<file path="src/rtl/char_range_set_expander_macros.svh">
// Assertion macros shared by the character set expander modules.
`ifndef CHAR_RANGE_SET_EXPANDER_MACROS_SVH
`define CHAR_RANGE_SET_EXPANDER_MACROS_SVH

// Same-cycle implication, checked out of reset.
`define CSX_ASSERT_NOW(label, ante, cons, msg) \
   label: assert property (@(posedge clock) disable iff (reset) (ante) |-> (cons)) \
      else $error(msg);

// Next-cycle implication, checked out of reset.
`define CSX_ASSERT_NEXT(label, ante, cons, msg) \
   label: assert property (@(posedge clock) disable iff (reset) (ante) |=> (cons)) \
      else $error(msg);

`endif

</file>
<file path="src/rtl/csx_pkg.sv">
// Types, constants and helpers of the character set expander.
package csx_pkg;

   localparam int unsigned CNT_W = 5;
   localparam logic [CNT_W-1:0] MAX_SET_SIZE = 5'd26;
   localparam logic [7:0] HYPHEN = 8'h2D;

   localparam int unsigned Q_DEPTH = 4;
   localparam int unsigned Q_AW = 2;

   localparam logic [2:0] ST_OK          = 3'd0;
   localparam logic [2:0] ST_LEADING     = 3'd1;
   localparam logic [2:0] ST_TWO_HYPHENS = 3'd2;
   localparam logic [2:0] ST_DESCENDING  = 3'd3;
   localparam logic [2:0] ST_MIXED       = 3'd4;
   localparam logic [2:0] ST_TOO_MANY    = 3'd5;
   localparam logic [2:0] ST_ILLEGAL     = 3'd6;
   localparam logic [2:0] ST_TRAILING    = 3'd7;

   localparam logic [1:0] CLS_NONE  = 2'd0;
   localparam logic [1:0] CLS_DIGIT = 2'd1;
   localparam logic [1:0] CLS_LOWER = 2'd2;
   localparam logic [1:0] CLS_UPPER = 2'd3;

   localparam logic KIND_CHAR   = 1'b0;
   localparam logic KIND_STATUS = 1'b1;

   // One command from front to back: a run of characters or a final status.
   typedef struct packed {
      logic             is_status;
      logic [7:0]       first_char;
      logic [CNT_W-1:0] run_len;
      logic [2:0]       status;
   } cmd_type;

   function automatic logic [1:0] char_class(input logic [7:0] c);
      logic [1:0] cls;
      cls = CLS_NONE;
      if (c >= 8'h30 && c <= 8'h39) begin
         cls = CLS_DIGIT;
      end else if (c >= 8'h61 && c <= 8'h7A) begin
         cls = CLS_LOWER;
      end else if (c >= 8'h41 && c <= 8'h5A) begin
         cls = CLS_UPPER;
      end
      return cls;
   endfunction

endpackage

</file>
<file path="src/rtl/char_range_set_expander.sv">
// Top level of the character set expander: front end, command queue, back end.
//
//  channel | ports                                          | handshake
//  req     | req_char_code, req_string_end                  | req_push / req_full
//  rsp     | rsp_item_kind, rsp_out_char, rsp_status,       | rsp_empty / rsp_pop
//          | rsp_final_flag                                 |
//
// The front end takes one transaction a cycle while the command queue has room.
// The back end loads a command when idle, then emits one result a cycle while its result
// register is free or popped: one per plain character or string end, n for a run of n, at most 26.
// Hyphens and characters dropped after an error reach only the front end and issue no command.
// Synchronous active-high reset clears the parse state, the queue and the output.
// A stall on the result side fills the four-entry queue, then raises req_full.
module char_range_set_expander (
   input  logic       clock,
   input  logic       reset,
   input  logic       req_push,
   output logic       req_full,
   input  logic [7:0] req_char_code,
   input  logic       req_string_end,
   output logic       rsp_empty,
   input  logic       rsp_pop,
   output logic       rsp_item_kind,
   output logic [7:0] rsp_out_char,
   output logic [2:0] rsp_status,
   output logic       rsp_final_flag
);
   import csx_pkg::*;

   cmd_type push_cmd, pop_cmd;
   logic    push_valid, q_full, q_empty, q_pop, accept;

   assign req_full = q_full;
   assign accept   = req_push && !q_full;

   csx_front u_front (
      .clock      (clock),
      .reset      (reset),
      .accept     (accept),
      .char_code  (req_char_code),
      .string_end (req_string_end),
      .cmd_push   (push_valid),
      .cmd        (push_cmd)
   );

   csx_cmd_queue u_queue (
      .clock     (clock),
      .reset     (reset),
      .push      (push_valid),
      .push_data (push_cmd),
      .full      (q_full),
      .pop       (q_pop),
      .pop_data  (pop_cmd),
      .empty     (q_empty)
   );

   csx_back u_back (
      .clock          (clock),
      .reset          (reset),
      .cmd            (pop_cmd),
      .cmd_empty      (q_empty),
      .cmd_pop        (q_pop),
      .rsp_empty      (rsp_empty),
      .rsp_pop        (rsp_pop),
      .rsp_item_kind  (rsp_item_kind),
      .rsp_out_char   (rsp_out_char),
      .rsp_status     (rsp_status),
      .rsp_final_flag (rsp_final_flag)
   );

endmodule

</file>
<file path="src/rtl/csx_front.sv">
// Front end: parses spec characters and issues run and status commands.
`include "char_range_set_expander_macros.svh"

module csx_front (
   input  logic              clock,
   input  logic              reset,
   input  logic              accept,
   input  logic [7:0]        char_code,
   input  logic              string_end,
   output logic              cmd_push,
   output csx_pkg::cmd_type  cmd
);
   import csx_pkg::*;

   logic [7:0]       prev_ff, prev_in;
   logic             open_ff, open_in;
   logic [7:0]       start_ff, start_in;
   logic [CNT_W-1:0] count_ff, count_in;
   logic [2:0]       err_ff, err_in;
   logic             at_start_ff, at_start_in;

   logic [1:0]       cls;
   logic [CNT_W-1:0] avail;
   logic [CNT_W-1:0] span_len;
   logic [7:0]       diff;

   assign cls      = char_class(char_code);
   assign avail    = MAX_SET_SIZE - count_ff;
   assign diff     = char_code - start_ff;
   assign span_len = diff[CNT_W-1:0];

   always_comb begin
      prev_in     = prev_ff;
      open_in     = open_ff;
      start_in    = start_ff;
      count_in    = count_ff;
      err_in      = err_ff;
      at_start_in = at_start_ff;
      cmd_push    = 1'b0;
      cmd         = '0;
      if (accept) begin
         if (string_end) begin
            cmd_push       = 1'b1;
            cmd.is_status  = 1'b1;
            cmd.status     = (err_ff != ST_OK) ? err_ff : (open_ff ? ST_TRAILING : ST_OK);
            prev_in        = '0;
            open_in        = 1'b0;
            start_in       = '0;
            count_in       = '0;
            err_in         = ST_OK;
            at_start_in    = 1'b1;
         end else if (err_ff == ST_OK) begin
            at_start_in = 1'b0;
            if (char_code == HYPHEN) begin
               if (at_start_ff) begin
                  err_in = ST_LEADING;
               end else if (open_ff) begin
                  err_in = ST_TWO_HYPHENS;
               end else begin
                  start_in = prev_ff;
                  open_in  = 1'b1;
               end
            end else if (cls == CLS_NONE) begin
               err_in = ST_ILLEGAL;
            end else if (!open_ff) begin
               if (count_ff >= MAX_SET_SIZE) begin
                  err_in = ST_TOO_MANY;
               end else begin
                  cmd_push       = 1'b1;
                  cmd.first_char = char_code;
                  cmd.run_len    = CNT_W'(1);
                  count_in       = count_ff + CNT_W'(1);
                  prev_in        = char_code;
               end
            end else if (char_class(start_ff) != cls) begin
               err_in = ST_MIXED;
            end else if (char_code < start_ff) begin
               err_in = ST_DESCENDING;
            end else begin
               cmd.first_char = start_ff + 8'd1;
               if (span_len > avail) begin
                  cmd_push    = (avail != '0);
                  cmd.run_len = avail;
                  err_in      = ST_TOO_MANY;
               end else begin
                  cmd_push    = (span_len != '0);
                  cmd.run_len = span_len;
                  count_in    = count_ff + span_len;
                  open_in     = 1'b0;
                  prev_in     = char_code;
               end
            end
         end
      end
   end

   always_ff @(posedge clock) begin
      if (reset) begin
         prev_ff     <= '0;
         open_ff     <= 1'b0;
         start_ff    <= '0;
         count_ff    <= '0;
         err_ff      <= ST_OK;
         at_start_ff <= 1'b1;
      end else begin
         prev_ff     <= prev_in;
         open_ff     <= open_in;
         start_ff    <= start_in;
         count_ff    <= count_in;
         err_ff      <= err_in;
         at_start_ff <= at_start_in;
      end
   end

   `CSX_ASSERT_NOW(a_count_capped, 1'b1, count_ff <= MAX_SET_SIZE, "emitted count over capacity")

endmodule

</file>
<file path="src/rtl/csx_cmd_queue.sv">
// Small command queue between front and back end.
`include "char_range_set_expander_macros.svh"

module csx_cmd_queue (
   input  logic              clock,
   input  logic              reset,
   input  logic              push,
   input  csx_pkg::cmd_type  push_data,
   output logic              full,
   input  logic              pop,
   output csx_pkg::cmd_type  pop_data,
   output logic              empty
);
   import csx_pkg::*;

   cmd_type         slot_ff [Q_DEPTH];
   logic [Q_AW-1:0] wr_ptr_ff, wr_ptr_in;
   logic [Q_AW-1:0] rd_ptr_ff, rd_ptr_in;
   logic [Q_AW:0]   count_ff, count_in;
   logic            do_push, do_pop;

   assign full     = (count_ff == (Q_AW+1)'(Q_DEPTH));
   assign empty    = (count_ff == '0);
   assign do_push  = push && !full;
   assign do_pop   = pop && !empty;
   assign pop_data = slot_ff[rd_ptr_ff];

   always_comb begin
      wr_ptr_in = do_push ? wr_ptr_ff + Q_AW'(1) : wr_ptr_ff;
      rd_ptr_in = do_pop ? rd_ptr_ff + Q_AW'(1) : rd_ptr_ff;
      count_in  = count_ff;
      if (do_push && !do_pop) begin
         count_in = count_ff + (Q_AW+1)'(1);
      end else if (do_pop && !do_push) begin
         count_in = count_ff - (Q_AW+1)'(1);
      end
   end

   always_ff @(posedge clock) begin
      if (do_push) begin
         slot_ff[wr_ptr_ff] <= push_data;
      end
   end

   always_ff @(posedge clock) begin
      if (reset) begin
         wr_ptr_ff <= '0;
         rd_ptr_ff <= '0;
         count_ff  <= '0;
      end else begin
         wr_ptr_ff <= wr_ptr_in;
         rd_ptr_ff <= rd_ptr_in;
         count_ff  <= count_in;
      end
   end

   `CSX_ASSERT_NOW(a_count_bound, 1'b1, count_ff <= (Q_AW+1)'(Q_DEPTH), "queue count over depth")
   `CSX_ASSERT_NOW(a_ptr_gap, 1'b1, Q_AW'(wr_ptr_ff - rd_ptr_ff) == count_ff[Q_AW-1:0], "queue pointers out of step")

endmodule

</file>
<file path="src/rtl/csx_back.sv">
// Back end: expands runs into the result register, one character a cycle while it is free.
`include "char_range_set_expander_macros.svh"

module csx_back (
   input  logic              clock,
   input  logic              reset,
   input  csx_pkg::cmd_type  cmd,
   input  logic              cmd_empty,
   output logic              cmd_pop,
   output logic              rsp_empty,
   input  logic              rsp_pop,
   output logic              rsp_item_kind,
   output logic [7:0]        rsp_out_char,
   output logic [2:0]        rsp_status,
   output logic              rsp_final_flag
);
   import csx_pkg::*;

   logic             busy_ff, busy_in;
   logic             stat_ff, stat_in;
   logic [7:0]       char_ff, char_in;
   logic [CNT_W-1:0] left_ff, left_in;
   logic [2:0]       code_ff, code_in;

   logic             out_valid_ff, out_valid_in;
   logic             out_kind_ff, out_kind_in;
   logic [7:0]       out_char_ff, out_char_in;
   logic [2:0]       out_status_ff, out_status_in;

   logic             out_free;

   assign out_free = !out_valid_ff || rsp_pop;
   assign cmd_pop  = !busy_ff && !cmd_empty;

   always_comb begin
      busy_in       = busy_ff;
      stat_in       = stat_ff;
      char_in       = char_ff;
      left_in       = left_ff;
      code_in       = code_ff;
      out_valid_in  = out_valid_ff && !rsp_pop;
      out_kind_in   = out_kind_ff;
      out_char_in   = out_char_ff;
      out_status_in = out_status_ff;
      if (busy_ff && out_free) begin
         out_valid_in = 1'b1;
         if (stat_ff) begin
            out_kind_in   = KIND_STATUS;
            out_char_in   = '0;
            out_status_in = code_ff;
            busy_in       = 1'b0;
         end else begin
            out_kind_in   = KIND_CHAR;
            out_char_in   = char_ff;
            out_status_in = ST_OK;
            char_in       = char_ff + 8'd1;
            left_in       = left_ff - CNT_W'(1);
            busy_in       = (left_ff != CNT_W'(1));
         end
      end else if (cmd_pop) begin
         busy_in = 1'b1;
         stat_in = cmd.is_status;
         char_in = cmd.first_char;
         left_in = cmd.is_status ? CNT_W'(1) : cmd.run_len;
         code_in = cmd.status;
      end
   end

   always_ff @(posedge clock) begin
      if (reset) begin
         busy_ff      <= 1'b0;
         out_valid_ff <= 1'b0;
      end else begin
         busy_ff      <= busy_in;
         out_valid_ff <= out_valid_in;
      end
   end

   always_ff @(posedge clock) begin
      stat_ff       <= stat_in;
      char_ff       <= char_in;
      left_ff       <= left_in;
      code_ff       <= code_in;
      out_kind_ff   <= out_kind_in;
      out_char_ff   <= out_char_in;
      out_status_ff <= out_status_in;
   end

   assign rsp_empty      = !out_valid_ff;
   assign rsp_item_kind  = out_kind_ff;
   assign rsp_out_char   = out_char_ff;
   assign rsp_status     = out_status_ff;
   assign rsp_final_flag = out_kind_ff;

   `CSX_ASSERT_NOW(a_run_nonempty, busy_ff, left_ff != '0, "active run with no characters left")
   `CSX_ASSERT_NEXT(a_load_busy, cmd_pop, busy_ff, "loaded command not active")

endmodule
</file>
<file path="config.mk">
export PLATFORM = sky130hd
export DESIGN_NAME = char_range_set_expander
export DESIGN_NICKNAME = d
export VERILOG_FILES = /design/src/rtl/csx_pkg.sv /design/src/rtl/char_range_set_expander.sv /design/src/rtl/csx_front.sv /design/src/rtl/csx_cmd_queue.sv /design/src/rtl/csx_back.sv
export VERILOG_INCLUDE_DIRS = /design/src /design/src/rtl
export SDC_FILE = /design/constraint.sdc
export NUM_CORES = 1
export LEC_CHECK = 0
export ABC_AREA = 1
export BUFFER_PORTS_ARGS = -buffer_cell sky130_fd_sc_hd__buf_4
export CORE_MARGIN = 4
export CORE_UTILIZATION = 50
export CTS_BUF_LIST = sky130_fd_sc_hd__clkbuf_8
export DETAILED_ROUTE_END_ITERATION = 7
export GPL_TIMING_DRIVEN = 0
export HOLD_SLACK_MARGIN = 0.1
export PLACE_DENSITY_LB_ADDON = 0.05
export SETUP_SLACK_MARGIN = 0.5
export SYNTH_ARGS = -nofsm -noshare
export SYNTH_HDL_FRONTEND = slang
export SYNTH_SLANG_ARGS = --single-unit
</file>
<file path="constraint.sdc">
create_clock -name clock -period 5.2 [get_ports clock]
set_input_delay 0.52 -clock clock [delete_from_list [all_inputs] [get_ports clock]]
set_output_delay 0.52 -clock clock [all_outputs]
set_load 0.005 [all_outputs]
</file>
======== Word level (Yosys, flattened, before mapping) ========
Memory sizes are Yosys's and may differ from the RTL's. A register that Yosys moved wholly into a read port is not among the register bits.
Index checks and enable logic that the tools add are counted.
Widths: inputs -> output; s select.
storage, ports and cells
  register bits after elaboration ......... 64
  logic and storage cells ................. 202
  memory bits (writable) .................. 68
  input bits .............................. 13
  bits in latches ......................... 0
  ROM bits ................................ 0
  memories kept ........................... 1
cells by class
  eq/ne operators ......................... 17
  magnitude comparators ................... 15
  $add $sub $neg .......................... 11
  mux-type cells .......................... 99
  div/mod/pow operators ................... 0
  shift operators ......................... 0
  bitwise logic cells ..................... 1
  multiply operators ...................... 0
  reduce and logical (&&, ||, !) cells .... 40
memories
  name             depth  bits a word  rd ports  clocked after memory_dff  wr ports  line                 source
  u_queue.slot_ff  4      17           1         1                         1         csx_cmd_queue.sv:16  cmd_type slot_ff [Q_DEPTH];
operators with widths
  cell                 number
  $mux 8               17
  $mux 13              8
  $mux 5               14
  $mux 3               16
  $ge 8x7->1 const B   4
  $le 8x7->1 const B   4
  $mux 1               29
  $mux 2               14
  $mux 17              1
  $add 8x1->8 const B  2
  $ge 8x6->1 const B   2
  $le 8x6->1 const B   2
  $reduce_bool 5->1    3
  $logic_and 1x1->1    14
  $ne 3x3->1 const B   4
  $ne 2x2->1 const B   5
  $reduce_and 5->1     2
  $eq 8x6->1 const B   1
  $lt 8x8->1           1
  $reduce_and 8->1     1
  $reduce_bool 2->1    4
  $logic_not 1->1      7
  $ne 7x7->1 const B   1
  $logic_not 3->1      2
  21 further kinds     25

======== Depth between registers and ports, before layout ========
  word-level depth ........................ 24
  gate-level depth with buffers ........... 31
  mapped depth without buffers ............ 31

======== Hierarchy ========
From an unflattened synthesis, not the netlist that was laid out.
second synthesis, totals
  cells, all modules ...................... 815
  area, all modules ....................... 7145.6 um2
by module, submodules not included
  module                   cells each  times used  sequential area each (um2)  area an instance (um2)
  csx_cmd_queue            234         1           2222.1                      3081.7
  csx_front                432         1           520.5                       2597.5
  csx_back                 147         1           910.9                       1456.4
  char_range_set_expander  2           1           0.0                         10.0

======== Least setup slack after synthesis ========
OpenSTA, ideal clock, no wires.
  kind .................................... input port to flip-flop
  start ................................... input port req_char_code[0]
  end ..................................... memory u_queue.slot_ff[0][0] (netlist name) (enable)
  stages on the path ...................... 23
  data arrival time ....................... 3594 ps
  library setup time ...................... 391 ps
  setup slack ............................. 1215 ps
  cells stage by stage .................... inv_1 > ha_1 > inv_1 > fa_1 > nand3_1 > nand2_1 > or2_2 > nand2_1 > inv_1 > ha_1 > nand2_1 > inv_1 > nand4_1 > o211ai_1 > nand2_1 > inv_1 > nand2_1 > o21ai_0 > nor2_1 > nand2_1 > nand2_1 > nand2_2 > nor2_1
on the way
  word-level cells in the longest chain between the ends .. 16
  elaborated cells between the ends (all ways) .. 31
  those cells by class .................... add/sub: 1; order compare: 8; eq/ne: 2; mux: 14; reduce/logical: 6
ends and longest elaborated chain
  what                                                                 line                           source
  start, declared                                                      char_range_set_expander.sv:19  input logic [7:0] req_char_code,
  parallel branches: the longest is 9 deep, another holds $sub 5x5->5  n/a
  $mux 1 (*)                                                           csx_front.sv:54                if (char_code == HYPHEN) begin
  $mux 1 (*)                                                           csx_front.sv:52                end else if (err_ff == ST_OK) begin
  $mux 1 (*)                                                           csx_front.sv:42                if (string_end) begin
  $mux 1 (*)                                                           csx_front.sv:41                if (accept) begin
  $logic_and 1x1->1 (*)                                                csx_cmd_queue.sv:24            assign do_push = push && !full;
  $mux 1 (*)                                                           csx_cmd_queue.sv:40            if (do_push) begin
  $mux 1 (not written as such) (*)                                     csx_cmd_queue.sv:41            slot_ff[wr_ptr_ff] <= push_data;
  end, declared                                                        csx_cmd_queue.sv:16
Mark *: on every way between the ends.

======== Worst setup path in the final report ========
  start ................................... register u_front.start_ff[0]
  end ..................................... register u_queue.count_ff[2]
on the way
  word-level cells in the longest chain between the ends .. 23
  elaborated cells between the ends (all ways) .. 38
  those cells by class .................... add/sub: 1; order compare: 8; eq/ne: 1; mux: 19; reduce/logical: 9
ends and longest elaborated chain
  what                                             line                 source
  start, declared                                  csx_front.sv:17      logic [7:0] start_ff, start_in;
  start signal, assigned                           csx_front.sv:108     start_ff <= start_in;
  $ge 8x7->1 / $le 8x7->1 (equally long branches)  csx_pkg.sv:43        end else if (c >= 8'h41 && c <= 8'h5A) begin
  $logic_and 1x1->1                                csx_pkg.sv:43
  $mux 2                                           csx_pkg.sv:43
  $mux 2                                           csx_pkg.sv:41        end else if (c >= 8'h61 && c <= 8'h7A) begin
  $mux 2                                           csx_pkg.sv:39        if (c >= 8'h30 && c <= 8'h39) begin
  $mux 2                                           csx_front.sv:65      end else if (!open_ff) begin
  $mux 2                                           csx_front.sv:63      end else if (cls == CLS_NONE) begin
  $mux 2                                           csx_front.sv:54
  [8 not listed]                                   n/a
  $mux 1 (*)                                       csx_front.sv:52
  $mux 1 (*)                                       csx_front.sv:42
  $mux 1 (*)                                       csx_front.sv:41
  $logic_and 1x1->1 (*)                            csx_cmd_queue.sv:24
  via u_queue.do_push                              csx_cmd_queue.sv:20  logic do_push, do_pop;
  $logic_not 1->1                                  csx_cmd_queue.sv:34  end else if (do_pop && !do_push) begin
  $logic_and 1x1->1                                csx_cmd_queue.sv:34
  $reduce_bool 2->1 (no line)                      n/a
  end signal, assigned                             csx_cmd_queue.sv:53  count_ff <= count_in;
  end, declared                                    csx_cmd_queue.sv:19  logic [Q_AW:0] count_ff, count_in;
Mark *: on every way through the listed nets, which the timed path passes. The rest lies on a longest branch. The select of a mux whose other input is x is not followed.
A chain may end at the register's enable or synchronous reset.

==> out/qor.yml <==
sta:
  fin_worst_skew_ns: 0.02192
  slew_viol_final: 0
  clock.fmax_ghz: 0.2349
  slew_headroom_pct: 45.08
  grt_setup_unrepaired: "false"
  worst_pin_slew_ns: 0.8184
  min_period_ns: 4.257
  hold_viol: 0
  finalSetupTns_ns: 0
  setup_violations: 0
  post-route-period-util_pct: 81.87
clocking:
  cts_max_level: 4
  numCtsBuffers: 17
  clock_path_buffers: 2
  clock_tree.root_cell: "clkbuf_8"
  cts.hold.buffers_added: 0
  cts_tree: "yes"
  clock_sink_count: 134
  clk_pin_slew_ns: 0.09
  clk_latency_ns: 0.45
logic_synthesis:
  synth-seq-cells: 134
  postSynthAreaPerCell_um2: 8.805
  synthTopCellsByArea: "edfxtp_1 (41%), dfxtp_1 (10%), nand2_1 (7.1%)"
  synth_top_area_share_pct: 40.94
  yosysTopAreaCell: "edfxtp_1"
  synth_xor_area_share_pct: 1.847
  ys_warn_count: 0
  synth_edf_count: 97
  async_flop_share_pct: 0
  synth_simple_gate_area_share_pct: 22.49
  ys_types: 47
  synth_fa_ha_area_share_pct: 6.472
  synth_area_um2: 7114
  ys.flop_type: "edfxtp_1"
  synth_top_family_by_area: "simple AND/OR/NAND/NOR gates"
  syn-instance-count: 808
  yosysSeqAreaShare_pct: 51.35
  synth.area.mux_share_pct: 0
  synth_compound_area_share_pct: 10.75
floorplanning:
  start_util_pct: 51.06
  coreArea_um2: 13930
  ioPinCount: 28
  num_rows: 43
  die_w_um: 127.3
  die_area_um2: 16200
  die_y_um: 127.3
worst_setup_path:
  cp_common_cell: "nand2_1"
  start_kind: "flip-flop"
  worst_path_max_delay_cell: "fa_1"
  max_stage_delay_ns: 0.44
  path_class: "flip-flop to flip-flop"
  ff2ff_path_depth: 30
  crit_required_ns: 5.57
  cp.arrival_ns: 4.63
  cp-end-kind: "flip-flop"
  crit_path_max_fanout: 9
flow_run:
  drv_cap: 0
global_route:
  grt_pass1_wl_mm: 26.20
  grt_pass1_vias: 5303
  grt_max_degree: 21
  track_usage_pct: 20.91
  grt_remaining_overflow: 0
  antenna_found_initial: 0
route:
  vias: 5469
  first_pass_iters: 5
  drc: 0
  wirelength_mm: 16.28
  drt_iter0_markers: 344
  drtAntennaViolNets: 0
  routed_via_density: 5.189
  wire_per_inst_um: 15.45
placed_design:
  gp_congestion: 0.9076
  dp_cells: 1022
  io_buffers: 26
  dp_hpwl_mm: 12.21
worst_hold_path:
  min_path_cells: 3
  hp-class: "primary input to flip-flop"
finish:
  nNetsFinal: 909
  drive_above_1_share_pct: 15.22
  final_cell_mix: "nand2_1 (133), nor2_1 (118), edfxtp_1 (97), inv_1 (88), o21ai_0 (56)"
  diodes: 0
  final_common_cell: "nand2_1"
  final_cells: 1054
  areaGrowthSynthToFinish_pct: 12.54
outcome:
  status: "finished, final reports clean"
power_and_ir_drop:
  power_density_nw_per_um2: 443.9
  leakage_nw: 3.289
  vdd_ir_drop_max_mv: 0.1760
## Yosys cell counts (2+ instances only)
cell type / instances
nand2_1: 135
nor2_1: 122
edfxtp_1: 97
inv_1: 89
o21ai_0: 57
a21oi_1: 45
nand3_1: 43
dfxtp_1: 37
ha_1: 32
nor2_2: 17
clkbuf_1: 16
nand2_2: 13
o22ai_1: 13
xor2_1: 12
nor3_1: 11
inv_2: 9
nand4_1: 6
buf_4: 5
or2_2: 5
nand2_4: 4
o211ai_1: 4
fa_1: 3
nor4_1: 3
xnor2_1: 3
a21o_1: 2
a31oi_1: 2
clkinv_1: 2
o21ai_1: 2
## stage by stage
step	power (mW)	utilization [%]	setup slack, ns	hold WS (ns)	cell area [µm²]
2_1_floorplan	2.373	-	1.215	0.4187	7126
3_3_place_gp	2.722	54.15	0.1901	0.4340	7546
3_5_place_dp	2.777	54.71	0.5211	0.4359	7624
4_1_cts	3.583	57.35	0.6738	0.3488	7991
5_1_grt	3.816	57.46	0.5501	0.3547	8006
6_report	3.554	57.46	0.9428	0.3820	8006
## sequential cells by signal (all words and copies together), names as in the netlist, named ones only
name / count
u_front.open_ff: 1
u_front.prev_ff: 8
u_front.start_ff: 8
u_queue.slot_ff: 68
u_queue.rd_ptr_ff: 2
u_back.left_ff: 5
u_back.rsp_out_char: 8
u_front.at_start_ff: 1
u_back.code_ff: 3
u_back.stat_ff: 1
u_back.rsp_status: 3
u_queue.wr_ptr_ff: 2
u_back.rsp_final_flag: 1
u_back.busy_ff: 1
u_queue.count_ff: 3
u_front.err_ff: 3
u_front.count_ff: 5
u_back.out_valid_ff: 1
u_back.char_ff: 8
## per-layer routing
| layer | vias to the layer above | track usage [%] | part of all wire, % |
|---|---|---|---|
| li1 | 2797 | - | - |
| met1 | 2509 | 24.33 | 42 |
| met2 | 133 | 37.07 | 51 |
| met3 | 30 | 4.473 | 4.5 |
| met4 | 0 | 9.148 | 2.8 |
| met5 | - | 0 | 0 |
## worst paths after layout
check                        end  slack [ns]                 from
min          u_back.out_valid_ff        0.38              rsp_pop
max reg2reg  u_queue.count_ff[2]        0.94  u_front.start_ff[0]
min reg2reg   u_front.prev_ff[7]        0.45   u_front.prev_ff[7]
max          u_queue.count_ff[2]        0.94  u_front.start_ff[0]
## critical path: cells and delay by family (launching register included)
family	cells	cell delay, ns
flops	1	0.40
simple gates	15	1.50
compound gates	4	0.38
buf+inv	6	0.45
fa+ha+maj	5	1.45
## report_power, final
| group | internal, mW | total (mW) | leakage [nW] | switching [mW] |
|---|---|---|---|---|
| Combinational | 0.409 | 1.19 | 1.93 | 0.780 |
| Clock | 0.348 | 0.805 | 0.176 | 0.456 |
| Sequential | 1.45 | 1.56 | 1.18 | 0.112 |
| Total | 2.21 | 3.55 | 3.29 | 1.35 |
## cells by family (layout without fill, tap and decap cells)
logic type	after synthesis	count (layout)
and+or+nand+nor	363	363
AOI/OAI and AO/OA	136	136
DFF	134	134
buffers and inverters	124	187
adders and majority gates	35	35
xor gates and xnor gates	15	15
other	1	4
## what timing repair did
action,4_1_cts,5_1_grt
endpoints found under the hold margin,0,0
endpoints found under the setup margin,0,2
setup buffers,0,0
gates resized for setup,0,7
## area by class of cell
cell class	count	area (µm²)
Fill cell	1255	5928
Sequential cell	134	3659
Multi-Input combinational cell	553	2992
Inverter	101	386.6
Timing Repair Buffer	31	262.8
Clock buffer	17	234.0
Tap cell	180	225.2
Clock inverter	15	133.9
Buffer	23	113.9
Note: power is estimated with default switching activity, not from simulation.
